--- config.mk ---
export PLATFORM = sky130hd
export DESIGN_NAME = antialiased_circle_rasterizer_unit
export DESIGN_NICKNAME = d
export VERILOG_FILES = /design/src/rtl/core/acr_pkg.sv /design/src/rtl/core/acr_sub_unit.sv /design/src/rtl/core/acr_cand_gen.sv /design/src/rtl/core/antialiased_circle_rasterizer_unit.sv
export SDC_FILE = /design/constraint.sdc
export NUM_CORES = 1
export LEC_CHECK = 0
export BUFFER_PORTS_ARGS = -buffer_cell sky130_fd_sc_hd__buf_4
export CORE_MARGIN = 2
export CORE_UTILIZATION = 56
export DETAILED_ROUTE_END_ITERATION = 10
export PLACE_DENSITY = 0.84
export SYNTH_ARGS = -nofsm -noshare
export SYNTH_HDL_FRONTEND = slang
export SYNTH_HIERARCHICAL = 1
export SYNTH_SLANG_ARGS = --single-unit
--- constraint.sdc ---
create_clock -name i_clk -period 4.5 [get_ports i_clk]
set_clock_uncertainty 0.15 [all_clocks]
set_input_delay 0.9 -clock i_clk [delete_from_list [all_inputs] [get_ports i_clk]]
set_output_delay 0.9 -clock i_clk [all_outputs]
set_load 0.02 [all_outputs]
--- src/rtl/core/acr_pkg.sv ---
// types, constants and the candidate table of the circle rasterizer
`default_nettype none
package acr_pkg;

    localparam int ACR_COORD_BITS = 12;
    localparam int ACR_FRAC_BITS  = 8;

    localparam int NUM_CAND   = 16;
    localparam int CAND_IDX_W = 4;
    localparam logic [CAND_IDX_W-1:0] LAST_CAND = CAND_IDX_W'(NUM_CAND - 1);

    // bit positions in the result tuser
    localparam int USER_VIS  = 0;
    localparam int USER_DONE = 1;
    localparam int OUT_USER_W = 2;

    typedef enum logic [1:0] {
        ST_IDLE,
        ST_CLAMP,
        ST_DIV,
        ST_EMIT
    } t_state;

    typedef enum logic [1:0] {
        OPND_X,
        OPND_X1,
        OPND_Y
    } t_opnd;

    typedef struct packed {
        logic  x_sub;
        t_opnd x_sel;
        logic  y_sub;
        t_opnd y_sel;
        logic  far;
    } t_cand;

    // near/far pairs for the low-angle then high-angle octants
    function automatic t_cand cand_entry(input logic [CAND_IDX_W-1:0] idx);
        t_cand c;
        c = '{x_sub: 1'b0, x_sel: OPND_X, y_sub: 1'b0, y_sel: OPND_Y, far: 1'b0};
        case (idx)
            4'd0:  c = '{1'b0, OPND_X,  1'b0, OPND_Y,  1'b0};
            4'd1:  c = '{1'b0, OPND_X1, 1'b0, OPND_Y,  1'b1};
            4'd2:  c = '{1'b0, OPND_X,  1'b1, OPND_Y,  1'b0};
            4'd3:  c = '{1'b0, OPND_X1, 1'b1, OPND_Y,  1'b1};
            4'd4:  c = '{1'b1, OPND_X,  1'b0, OPND_Y,  1'b0};
            4'd5:  c = '{1'b1, OPND_X1, 1'b0, OPND_Y,  1'b1};
            4'd6:  c = '{1'b1, OPND_X,  1'b1, OPND_Y,  1'b0};
            4'd7:  c = '{1'b1, OPND_X1, 1'b1, OPND_Y,  1'b1};
            4'd8:  c = '{1'b0, OPND_Y,  1'b0, OPND_X,  1'b0};
            4'd9:  c = '{1'b0, OPND_Y,  1'b0, OPND_X1, 1'b1};
            4'd10: c = '{1'b1, OPND_Y,  1'b0, OPND_X,  1'b0};
            4'd11: c = '{1'b1, OPND_Y,  1'b0, OPND_X1, 1'b1};
            4'd12: c = '{1'b0, OPND_Y,  1'b1, OPND_X,  1'b0};
            4'd13: c = '{1'b0, OPND_Y,  1'b1, OPND_X1, 1'b1};
            4'd14: c = '{1'b1, OPND_Y,  1'b1, OPND_X,  1'b0};
            4'd15: c = '{1'b1, OPND_Y,  1'b1, OPND_X1, 1'b1};
            default: c = '{1'b0, OPND_X, 1'b0, OPND_Y, 1'b0};
        endcase
        return c;
    endfunction

endpackage
`default_nettype wire

--- src/rtl/core/acr_sub_unit.sv ---
// shared subtract and compare unit used for the clamp test and the division steps
`default_nettype none
module acr_sub_unit
    import acr_pkg::*;
#(
    parameter int WIDTH = ACR_COORD_BITS + 2
) (
    input  wire logic [WIDTH-1:0] i_a,
    input  wire logic [WIDTH-1:0] i_b,
    output logic      [WIDTH-1:0] o_diff,
    output logic                  o_ge
);

    logic [WIDTH:0] full;

    assign full   = {1'b0, i_a} - {1'b0, i_b};
    assign o_diff = full[WIDTH-1:0];
    assign o_ge   = ~full[WIDTH];

endmodule
`default_nettype wire

--- src/rtl/core/acr_cand_gen.sv ---
// pixel candidate coordinates and visibility for one table index
`default_nettype none
module acr_cand_gen
    import acr_pkg::*;
#(
    parameter int COORD_BITS = ACR_COORD_BITS
) (
    input  wire logic [CAND_IDX_W-1:0] i_idx,
    input  wire logic [COORD_BITS-1:0] i_cx,
    input  wire logic [COORD_BITS-1:0] i_cy,
    input  wire logic [COORD_BITS-1:0] i_wx,
    input  wire logic [COORD_BITS:0]   i_wy,
    output logic      [COORD_BITS:0]   o_px,
    output logic      [COORD_BITS:0]   o_py,
    output logic                       o_vis,
    output logic                       o_far
);

    localparam int W = COORD_BITS + 1;

    t_cand          cand;
    logic [W-1:0]   opnd_x;
    logic [W-1:0]   opnd_y;
    logic [W:0]     sum_x;
    logic [W:0]     sum_y;

    function automatic logic [W-1:0] pick(input t_opnd sel,
                                          input logic [COORD_BITS-1:0] wx,
                                          input logic [W-1:0] wy);
        logic [W-1:0] v;
        case (sel)
            OPND_X:  v = {1'b0, wx};
            OPND_X1: v = {1'b0, wx} + W'(1);
            OPND_Y:  v = wy;
            default: v = wy;
        endcase
        return v;
    endfunction

    assign cand   = cand_entry(i_idx);
    assign opnd_x = pick(cand.x_sel, i_wx, i_wy);
    assign opnd_y = pick(cand.y_sel, i_wx, i_wy);

    // one extra bit holds the sign of a difference
    assign sum_x = cand.x_sub ? ({2'b00, i_cx} - {1'b0, opnd_x})
                              : ({2'b00, i_cx} + {1'b0, opnd_x});
    assign sum_y = cand.y_sub ? ({2'b00, i_cy} - {1'b0, opnd_y})
                              : ({2'b00, i_cy} + {1'b0, opnd_y});

    assign o_vis = ~((cand.x_sub & sum_x[W]) | (cand.y_sub & sum_y[W]));
    assign o_px  = o_vis ? sum_x[W-1:0] : '0;
    assign o_py  = o_vis ? sum_y[W-1:0] : '0;
    assign o_far = cand.far;

endmodule
`default_nettype wire

--- src/rtl/core/antialiased_circle_rasterizer_unit.sv ---
// antialiased circle octant walker: sequencer, walk state and output register
// one step per start word, or per continue word while a walk is active: accept, clamp, then
// the divider (skipped when radius is zero or error >= 2*radius), then 16 result words, one
// per cycle while the output is not stalled; the fraction is a restoring division
// a continue word taken while no walk is active is ignored
// synchronous active-low reset clears the sequencer, the walking flag and the output valid
`default_nettype none
module antialiased_circle_rasterizer_unit
    import acr_pkg::*;
#(
    parameter int COORD_BITS = ACR_COORD_BITS,
    parameter int FRAC_BITS  = ACR_FRAC_BITS,
    localparam int IN_W  = ((3 * COORD_BITS + 7) / 8) * 8,
    localparam int OUT_W = ((2 * (COORD_BITS + 1) + FRAC_BITS + 7) / 8) * 8
) (
    input  wire logic                  i_clk,
    input  wire logic                  i_rst_n,
    input  wire logic                  i_s_axis_tvalid,
    output logic                       o_s_axis_tready,
    // circle column, circle row, radius
    input  wire logic [IN_W-1:0]       i_s_axis_tdata,
    // op
    input  wire logic                  i_s_axis_tuser,
    output logic                       o_m_axis_tvalid,
    input  wire logic                  i_m_axis_tready,
    // pixel_x, pixel_y, intensity
    output logic      [OUT_W-1:0]      o_m_axis_tdata,
    // visible, done_res
    output logic      [OUT_USER_W-1:0] o_m_axis_tuser,
    output logic                       o_m_axis_tlast
);

    localparam int W     = COORD_BITS + 1;
    localparam int UW    = COORD_BITS + 2;
    localparam int CNT_W = $clog2(FRAC_BITS);

    t_state r_state, n_state;

    logic [COORD_BITS-1:0] r_cx, n_cx;
    logic [COORD_BITS-1:0] r_cy, n_cy;
    logic [COORD_BITS-1:0] r_rad, n_rad;
    logic [COORD_BITS-1:0] r_walk_x, n_walk_x;
    logic [W-1:0]          r_walk_y, n_walk_y;
    logic [W-1:0]          r_err, n_err;
    logic                  r_walking, n_walking;
    logic [W-1:0]          r_rem, n_rem;
    logic [FRAC_BITS-1:0]  r_frac, n_frac;
    logic [CNT_W-1:0]      r_cnt, n_cnt;
    logic [CAND_IDX_W-1:0] r_k, n_k;
    logic                  r_out_valid, n_out_valid;
    logic [OUT_W-1:0]      r_out_data, n_out_data;
    logic [OUT_USER_W-1:0] r_out_user, n_out_user;
    logic                  r_out_last, n_out_last;

    logic [UW-1:0]         alu_a;
    logic [UW-1:0]         alu_b;
    logic [UW-1:0]         alu_diff;
    logic                  alu_ge;

    logic [W:0]            step_inc;
    logic                  short_err;
    logic [W-1:0]          x_less_y;
    logic [W-1:0]          err_short;
    logic [W-1:0]          err_long;
    logic                  walk_done;

    logic [COORD_BITS:0]   cand_px;
    logic [COORD_BITS:0]   cand_py;
    logic                  cand_vis;
    logic                  cand_far;
    logic [FRAC_BITS-1:0]  cand_int;
    logic                  out_load;

    acr_sub_unit #(
        .WIDTH (UW)
    ) u_sub (
        .i_a    (alu_a),
        .i_b    (alu_b),
        .o_diff (alu_diff),
        .o_ge   (alu_ge)
    );

    acr_cand_gen #(
        .COORD_BITS (COORD_BITS)
    ) u_cand (
        .i_idx (r_k),
        .i_cx  (r_cx),
        .i_cy  (r_cy),
        .i_wx  (r_walk_x),
        .i_wy  (r_walk_y),
        .o_px  (cand_px),
        .o_py  (cand_py),
        .o_vis (cand_vis),
        .o_far (cand_far)
    );

    // divisor is 2*radius in both uses
    assign alu_a = (r_state == ST_DIV) ? {r_rem, 1'b0} : {1'b0, r_err};
    assign alu_b = {1'b0, r_rad, 1'b0};

    // next walk position, computed from the held walk state
    assign step_inc  = {r_walk_y, 1'b1};
    assign short_err = {1'b0, r_err} < step_inc;
    assign x_less_y  = {1'b0, r_walk_x} - r_walk_y - W'(1);
    assign err_short = r_err + {x_less_y[W-2:0], 1'b0};
    assign err_long  = r_err - step_inc[W-1:0];
    assign walk_done = short_err ? (({1'b0, r_walk_y} + (W+1)'(1)) >= {2'b00, r_walk_x})
                                 : (r_walk_y >= {1'b0, r_walk_x});

    assign cand_int = cand_far ? r_frac : ~r_frac;
    assign out_load = (r_state == ST_EMIT) && (!r_out_valid || i_m_axis_tready);

    always_ff @(posedge i_clk) begin
        if (!i_rst_n) begin
            r_state     <= ST_IDLE;
            r_walking   <= 1'b0;
            r_out_valid <= 1'b0;
        end else begin
            r_state     <= n_state;
            r_walking   <= n_walking;
            r_out_valid <= n_out_valid;
        end
    end

    always_ff @(posedge i_clk) begin
        r_cx       <= n_cx;
        r_cy       <= n_cy;
        r_rad      <= n_rad;
        r_walk_x   <= n_walk_x;
        r_walk_y   <= n_walk_y;
        r_err      <= n_err;
        r_rem      <= n_rem;
        r_frac     <= n_frac;
        r_cnt      <= n_cnt;
        r_k        <= n_k;
        r_out_data <= n_out_data;
        r_out_user <= n_out_user;
        r_out_last <= n_out_last;
    end

    always_comb begin
        n_state     = r_state;
        n_cx        = r_cx;
        n_cy        = r_cy;
        n_rad       = r_rad;
        n_walk_x    = r_walk_x;
        n_walk_y    = r_walk_y;
        n_err       = r_err;
        n_walking   = r_walking;
        n_rem       = r_rem;
        n_frac      = r_frac;
        n_cnt       = r_cnt;
        n_k         = r_k;
        n_out_data  = r_out_data;
        n_out_user  = r_out_user;
        n_out_last  = r_out_last;
        n_out_valid = r_out_valid && !i_m_axis_tready;

        case (r_state)
            ST_IDLE: begin
                if (i_s_axis_tvalid) begin
                    if (i_s_axis_tuser) begin
                        n_cx      = i_s_axis_tdata[COORD_BITS-1:0];
                        n_cy      = i_s_axis_tdata[2*COORD_BITS-1:COORD_BITS];
                        n_rad     = i_s_axis_tdata[3*COORD_BITS-1:2*COORD_BITS];
                        n_walk_x  = i_s_axis_tdata[3*COORD_BITS-1:2*COORD_BITS];
                        n_walk_y  = '0;
                        n_err     = '0;
                        n_walking = 1'b1;
                        n_state   = ST_CLAMP;
                    end else if (r_walking && (r_walk_y <= {1'b0, r_walk_x})) begin
                        n_state = ST_CLAMP;
                    end else begin
                        n_walking = 1'b0;
                    end
                end
            end
            ST_CLAMP: begin
                n_k   = '0;
                n_cnt = '0;
                n_rem = r_err;
                if (r_rad == '0) begin
                    n_frac  = '0;
                    n_state = ST_EMIT;
                end else if (alu_ge) begin
                    // error at or above 2*radius saturates the fraction
                    n_frac  = '1;
                    n_state = ST_EMIT;
                end else begin
                    n_frac  = '0;
                    n_state = ST_DIV;
                end
            end
            ST_DIV: begin
                n_rem  = alu_ge ? alu_diff[W-1:0] : alu_a[W-1:0];
                n_frac = {r_frac[FRAC_BITS-2:0], alu_ge};
                n_cnt  = r_cnt + CNT_W'(1);
                if (r_cnt == CNT_W'(FRAC_BITS - 1)) begin
                    n_state = ST_EMIT;
                end
            end
            ST_EMIT: begin
                if (out_load) begin
                    n_out_valid          = 1'b1;
                    n_out_data           = OUT_W'({cand_int, cand_py, cand_px});
                    n_out_user           = '0;
                    n_out_user[USER_VIS]  = cand_vis;
                    n_out_user[USER_DONE] = walk_done;
                    n_out_last           = (r_k == LAST_CAND);
                    n_k                  = r_k + CAND_IDX_W'(1);
                    if (r_k == LAST_CAND) begin
                        n_err     = short_err ? err_short : err_long;
                        n_walk_x  = short_err ? (r_walk_x - COORD_BITS'(1)) : r_walk_x;
                        n_walk_y  = r_walk_y + W'(1);
                        n_walking = !walk_done;
                        n_state   = ST_IDLE;
                    end
                end
            end
            default: begin
                n_state = ST_IDLE;
            end
        endcase
    end

    assign o_s_axis_tready = (r_state == ST_IDLE);
    assign o_m_axis_tvalid = r_out_valid;
    assign o_m_axis_tdata  = r_out_data;
    assign o_m_axis_tuser  = r_out_user;
    assign o_m_axis_tlast  = r_out_last;

endmodule
`default_nettype wire

==> results by stage <==
Timing:
- The number of setup violations in the final report is 0.
- The upper clock frequency limit is between 0.2 and 0.25 GHz.
- In this run the tightest slew margin relative to its limit is 26.1%.
- For the pin with the worst max-slew slack, the measured transition is between 1 and 1.5 ns.
- The number of hold violations in the final report came to 0.
- The worst path uses between 90% and 100% of the clock period.
- After layout, the worst setup slack is ~0.13 ns.
- The worst path in the final design needs a cycle of 4.37 ns, including I/O delays and setup.
- The final-report max-slew violation count is 0.

Global routing:
- Entering global routing, the biggest net connects 39 pins.
- The initial antenna violation count was 0.
- The total global routing overflow is 0.
- Global routing used 26.5% of the available tracks across all layers.
- The first-pass GRT wire length is roughly 45 mm.
- The number of global-route vias before repair came to 8908.

Synth:
- The cell area after synthesis is between 10000 and 15000 um2.
- For this run, the number of Yosys warnings is 6.
- After technology mapping, the gate count stands at between 1000 and 1500.
- The post-synthesis average cell area is 9.80 um2.

Layout:
- The final cell utilization of the core is approximately two thirds.
- The layout filler cell count is 1480.
- The total inserted antenna cells is 0.
- The synthesis-to-finish area growth is 14.6%.
- In the final layout, the share of cells above drive strength 1 is 15.8%.
- The post-layout net count is 1403.

Clock tree:
- The maximum level of the CTS H-tree is 4.
- TritonCTS built the clock tree.
- In this run the deepest clock path goes through 2 buffers.
- The clock insertion delay at the later pin of the skew report is 0.43 ns.
- The CTS clock-pin slew for the worst setup and hold paths is 0.06 ns.
- TritonCTS created 17 clock buffers.
- CTS placed an instance of sky130_fd_sc_hd__clkbuf_16 at the clock tree root.
- The number of buffers added to fix hold violations after cts is 0.
- For this design, the sink count on the clock tree is 143.

Setup path:
- In this run the register-to-register setup slack is ~0.13 ns.
- The kind of capture point of the worst setup path is a flop.
- The worst setup path is of the reg2reg kind.
- The highest fanout seen on the critical path is 27.
- The worst setup path is launched from a flop.
- In this run the critical register-to-register path is captured at o_m_axis_tdata[3].
- The startpoint of the worst setup timing path is r_k[0].
- For the worst flop-to-flop path, the logic depth is 14.
- The capturing instance or port of the critical path is o_m_axis_tdata[3].
- The worst register-to-register path begins at r_k[0].
- At the worst endpoint, the required time is roughly 4.5 ns.
- The data arrival time of the worst path is ~4.4 ns.

Detailed routing:
- The average vias per placed instance is roughly 6.
- Wire segments on met2 add up to 14.0 mm in the final route.
- The wire length on met3 is 1.92 mm.
- The detailed router placed slightly above 9000 vias in this run.
- In the final routing, the length of wire on met1 measures around 12 mm.
- The wire length per cell is around 19 um.
- The top routing layer in use is met4.
- Summed over all layers, the routed wires come to between 20 and 30 mm.
- For this run, design rule violations remaining after detail routing come to 0.
- The post-detailed-route count of antenna-violating nets is 0.
- The first-pass detailed-route iteration total is 5.
- In this run, the number of DRC markers left after iteration 0 of detailed routing was between 500 and 600.

Die:
- The total core area is a little under 20000 um2.
- The I/O pin count is 90.
- The number of placement rows is 51.
- In this run the vertical extent of the chip is around 150 um.
- The die covers 21200 um2.
- The effective utilization at floorplan is a little under three fifths.
- The die is 146 um wide.

Outcome:
- The flow ran to the end, and the final reports show no timing, DRC or antenna violations.

Placement:
- Before CTS, the worst setup slack after placement is 0.151 ns.
- The placer congestion estimate is approximately 0.94.
- Buffers placed on the I/O ports in this run total 79.
- The wire-length estimate of the detail-placed layout is 20.5 mm.

Run:
- The max capacitance violation total is 0.

Hold path:
- The worst hold path startpoint is r_state[0].
- The classification of the worst-slack hold path is reg2reg.
==> what timing repair did <==
| action | in CTS | in global routing |
|---|---|---|
| resized for setup | 0 | 12 |
| endpoints found under the setup margin | 0 | 27 |
| buffers inserted | 0 | 2 |
==> placed cells by master, fill, tap and decap left out, types with 4 or more instances in the layout <==
| cell type | count |
|---|---|
| sky130_fd_sc_hd__a21o_1 | 32 |
| sky130_fd_sc_hd__nor4_1 | 13 |
| sky130_fd_sc_hd__a211oi_1 | 13 |
| sky130_fd_sc_hd__edfxtp_1 | 139 |
| sky130_fd_sc_hd__a31oi_1 | 11 |
| sky130_fd_sc_hd__o21ai_0 | 45 |
| sky130_fd_sc_hd__nor3_1 | 27 |
| sky130_fd_sc_hd__dfxtp_1 | 4 |
| sky130_fd_sc_hd__nand2b_1 | 10 |
| sky130_fd_sc_hd__and3_1 | 8 |
| sky130_fd_sc_hd__a21oi_2 | 4 |
| sky130_fd_sc_hd__nand3_1 | 26 |
| sky130_fd_sc_hd__buf_4 | 110 |
| sky130_fd_sc_hd__nand2_1 | 47 |
| sky130_fd_sc_hd__clkbuf_16 | 17 |
| sky130_fd_sc_hd__o211ai_1 | 4 |
| sky130_fd_sc_hd__xor2_1 | 30 |
| sky130_fd_sc_hd__o21bai_1 | 9 |
| sky130_fd_sc_hd__or3_1 | 5 |
| sky130_fd_sc_hd__mux2_2 | 16 |
| sky130_fd_sc_hd__a21oi_1 | 83 |
| sky130_fd_sc_hd__ha_1 | 108 |
| sky130_fd_sc_hd__inv_1 | 83 |
| sky130_fd_sc_hd__a21boi_0 | 7 |
| sky130_fd_sc_hd__and2_1 | 20 |
| sky130_fd_sc_hd__fa_1 | 6 |
| sky130_fd_sc_hd__o31ai_2 | 4 |
| sky130_fd_sc_hd__nor2_1 | 117 |
| sky130_fd_sc_hd__mux2i_1 | 29 |
| sky130_fd_sc_hd__nand4_1 | 9 |
| sky130_fd_sc_hd__conb_1 | 8 |
| sky130_fd_sc_hd__a211o_1 | 4 |
| sky130_fd_sc_hd__o21a_1 | 15 |
| sky130_fd_sc_hd__or2_2 | 6 |
| sky130_fd_sc_hd__nor2b_1 | 28 |
| sky130_fd_sc_hd__o31a_1 | 6 |
| sky130_fd_sc_hd__xnor2_1 | 75 |
==> worst min path at each step <==
| stage | to | slack [ns] | cells after the start |
|---|---|---|---|
| final | r_state[0] | 0.43 | 2 |
| after CTS | r_state[0] | 0.41 | 2 |
| after global placement | r_walking | 0.36 | 2 |
| after floorplan | r_walking | 0.34 | 2 |
| after global routing | r_cnt[0] | 0.45 | 1 |
| after detailed placement | r_state[0] | 0.41 | 2 |
==> stage by stage <==
step | std cells | hold slack [ns] | TNS (ns) | instance area (um2)
2_1_floorplan | 1151 | 0.337 | 0 | 11200
3_3_place_gp | 1487 | 0.360 | 0 | 12200
3_5_place_dp | 1487 | 0.405 | 0 | 12200
4_1_cts | 1519 | 0.413 | 0 | 12800
5_1_grt | 1521 | 0.451 | -0.0694 | 12900
6_report | 1521 | 0.426 | 0 | 12900
==> registers in the layout, summed over array words and instances (netlist names) <==
name and cells:
r_frac 8, o_m_axis_tvalid 1, r_k 4, r_err 13
r_walk_x 12, o_m_axis_tuser 2, r_cy 12, r_rem 13
r_cx 12, r_walk_y 13, r_rad 12, o_m_axis_tdata 34
r_cnt 3, o_m_axis_tlast 1, r_walking 1, r_state 2
==> cell type report <==
class / instances / area (um2) / area share [%]
Clock buffer: 18 / 429 / 3.34
Tap cell: 265 / 332 / 2.58
Clock inverter: 14 / 166 / 1.29
Multi-Input combinational cell: 887 / 6520 / 50.7
Inverter: 83 / 312 / 2.42
Timing Repair Buffer: 111 / 846 / 6.58
Sequential cell: 143 / 4250 / 33.1
==> worst max-delay path, stage by stage (launching register included) <==
cell                       delay [ns]
sky130_fd_sc_hd__edfxtp_1        0.53
sky130_fd_sc_hd__nand3_2         0.25
sky130_fd_sc_hd__o21a_1          0.27
sky130_fd_sc_hd__o31ai_2         0.39
sky130_fd_sc_hd__nand4_2         0.21
sky130_fd_sc_hd__o21ai_1         0.22
sky130_fd_sc_hd__xor2_1          0.24
sky130_fd_sc_hd__ha_1            0.32
sky130_fd_sc_hd__a21o_1          0.21
sky130_fd_sc_hd__a21oi_2         0.21
sky130_fd_sc_hd__o21ai_0         0.17
sky130_fd_sc_hd__or4_1           0.48
sky130_fd_sc_hd__nand4_1         0.17
sky130_fd_sc_hd__buf_12          0.19
sky130_fd_sc_hd__a211oi_1        0.07
==> routing by layer <==
| layer | vias to the layer above | track usage, % |
|---|---|---|
| li1 | 4339 | - |
| met1 | 4344 | 33.4 |
| met2 | 353 | 45.8 |
| met3 | 65 | 4.55 |
| met4 | 0 | 9.71 |
| met5 | - | 0 |
Power is not shown: default switching activity piles up to over one toggle a cycle in this logic, so the estimate is an artifact.
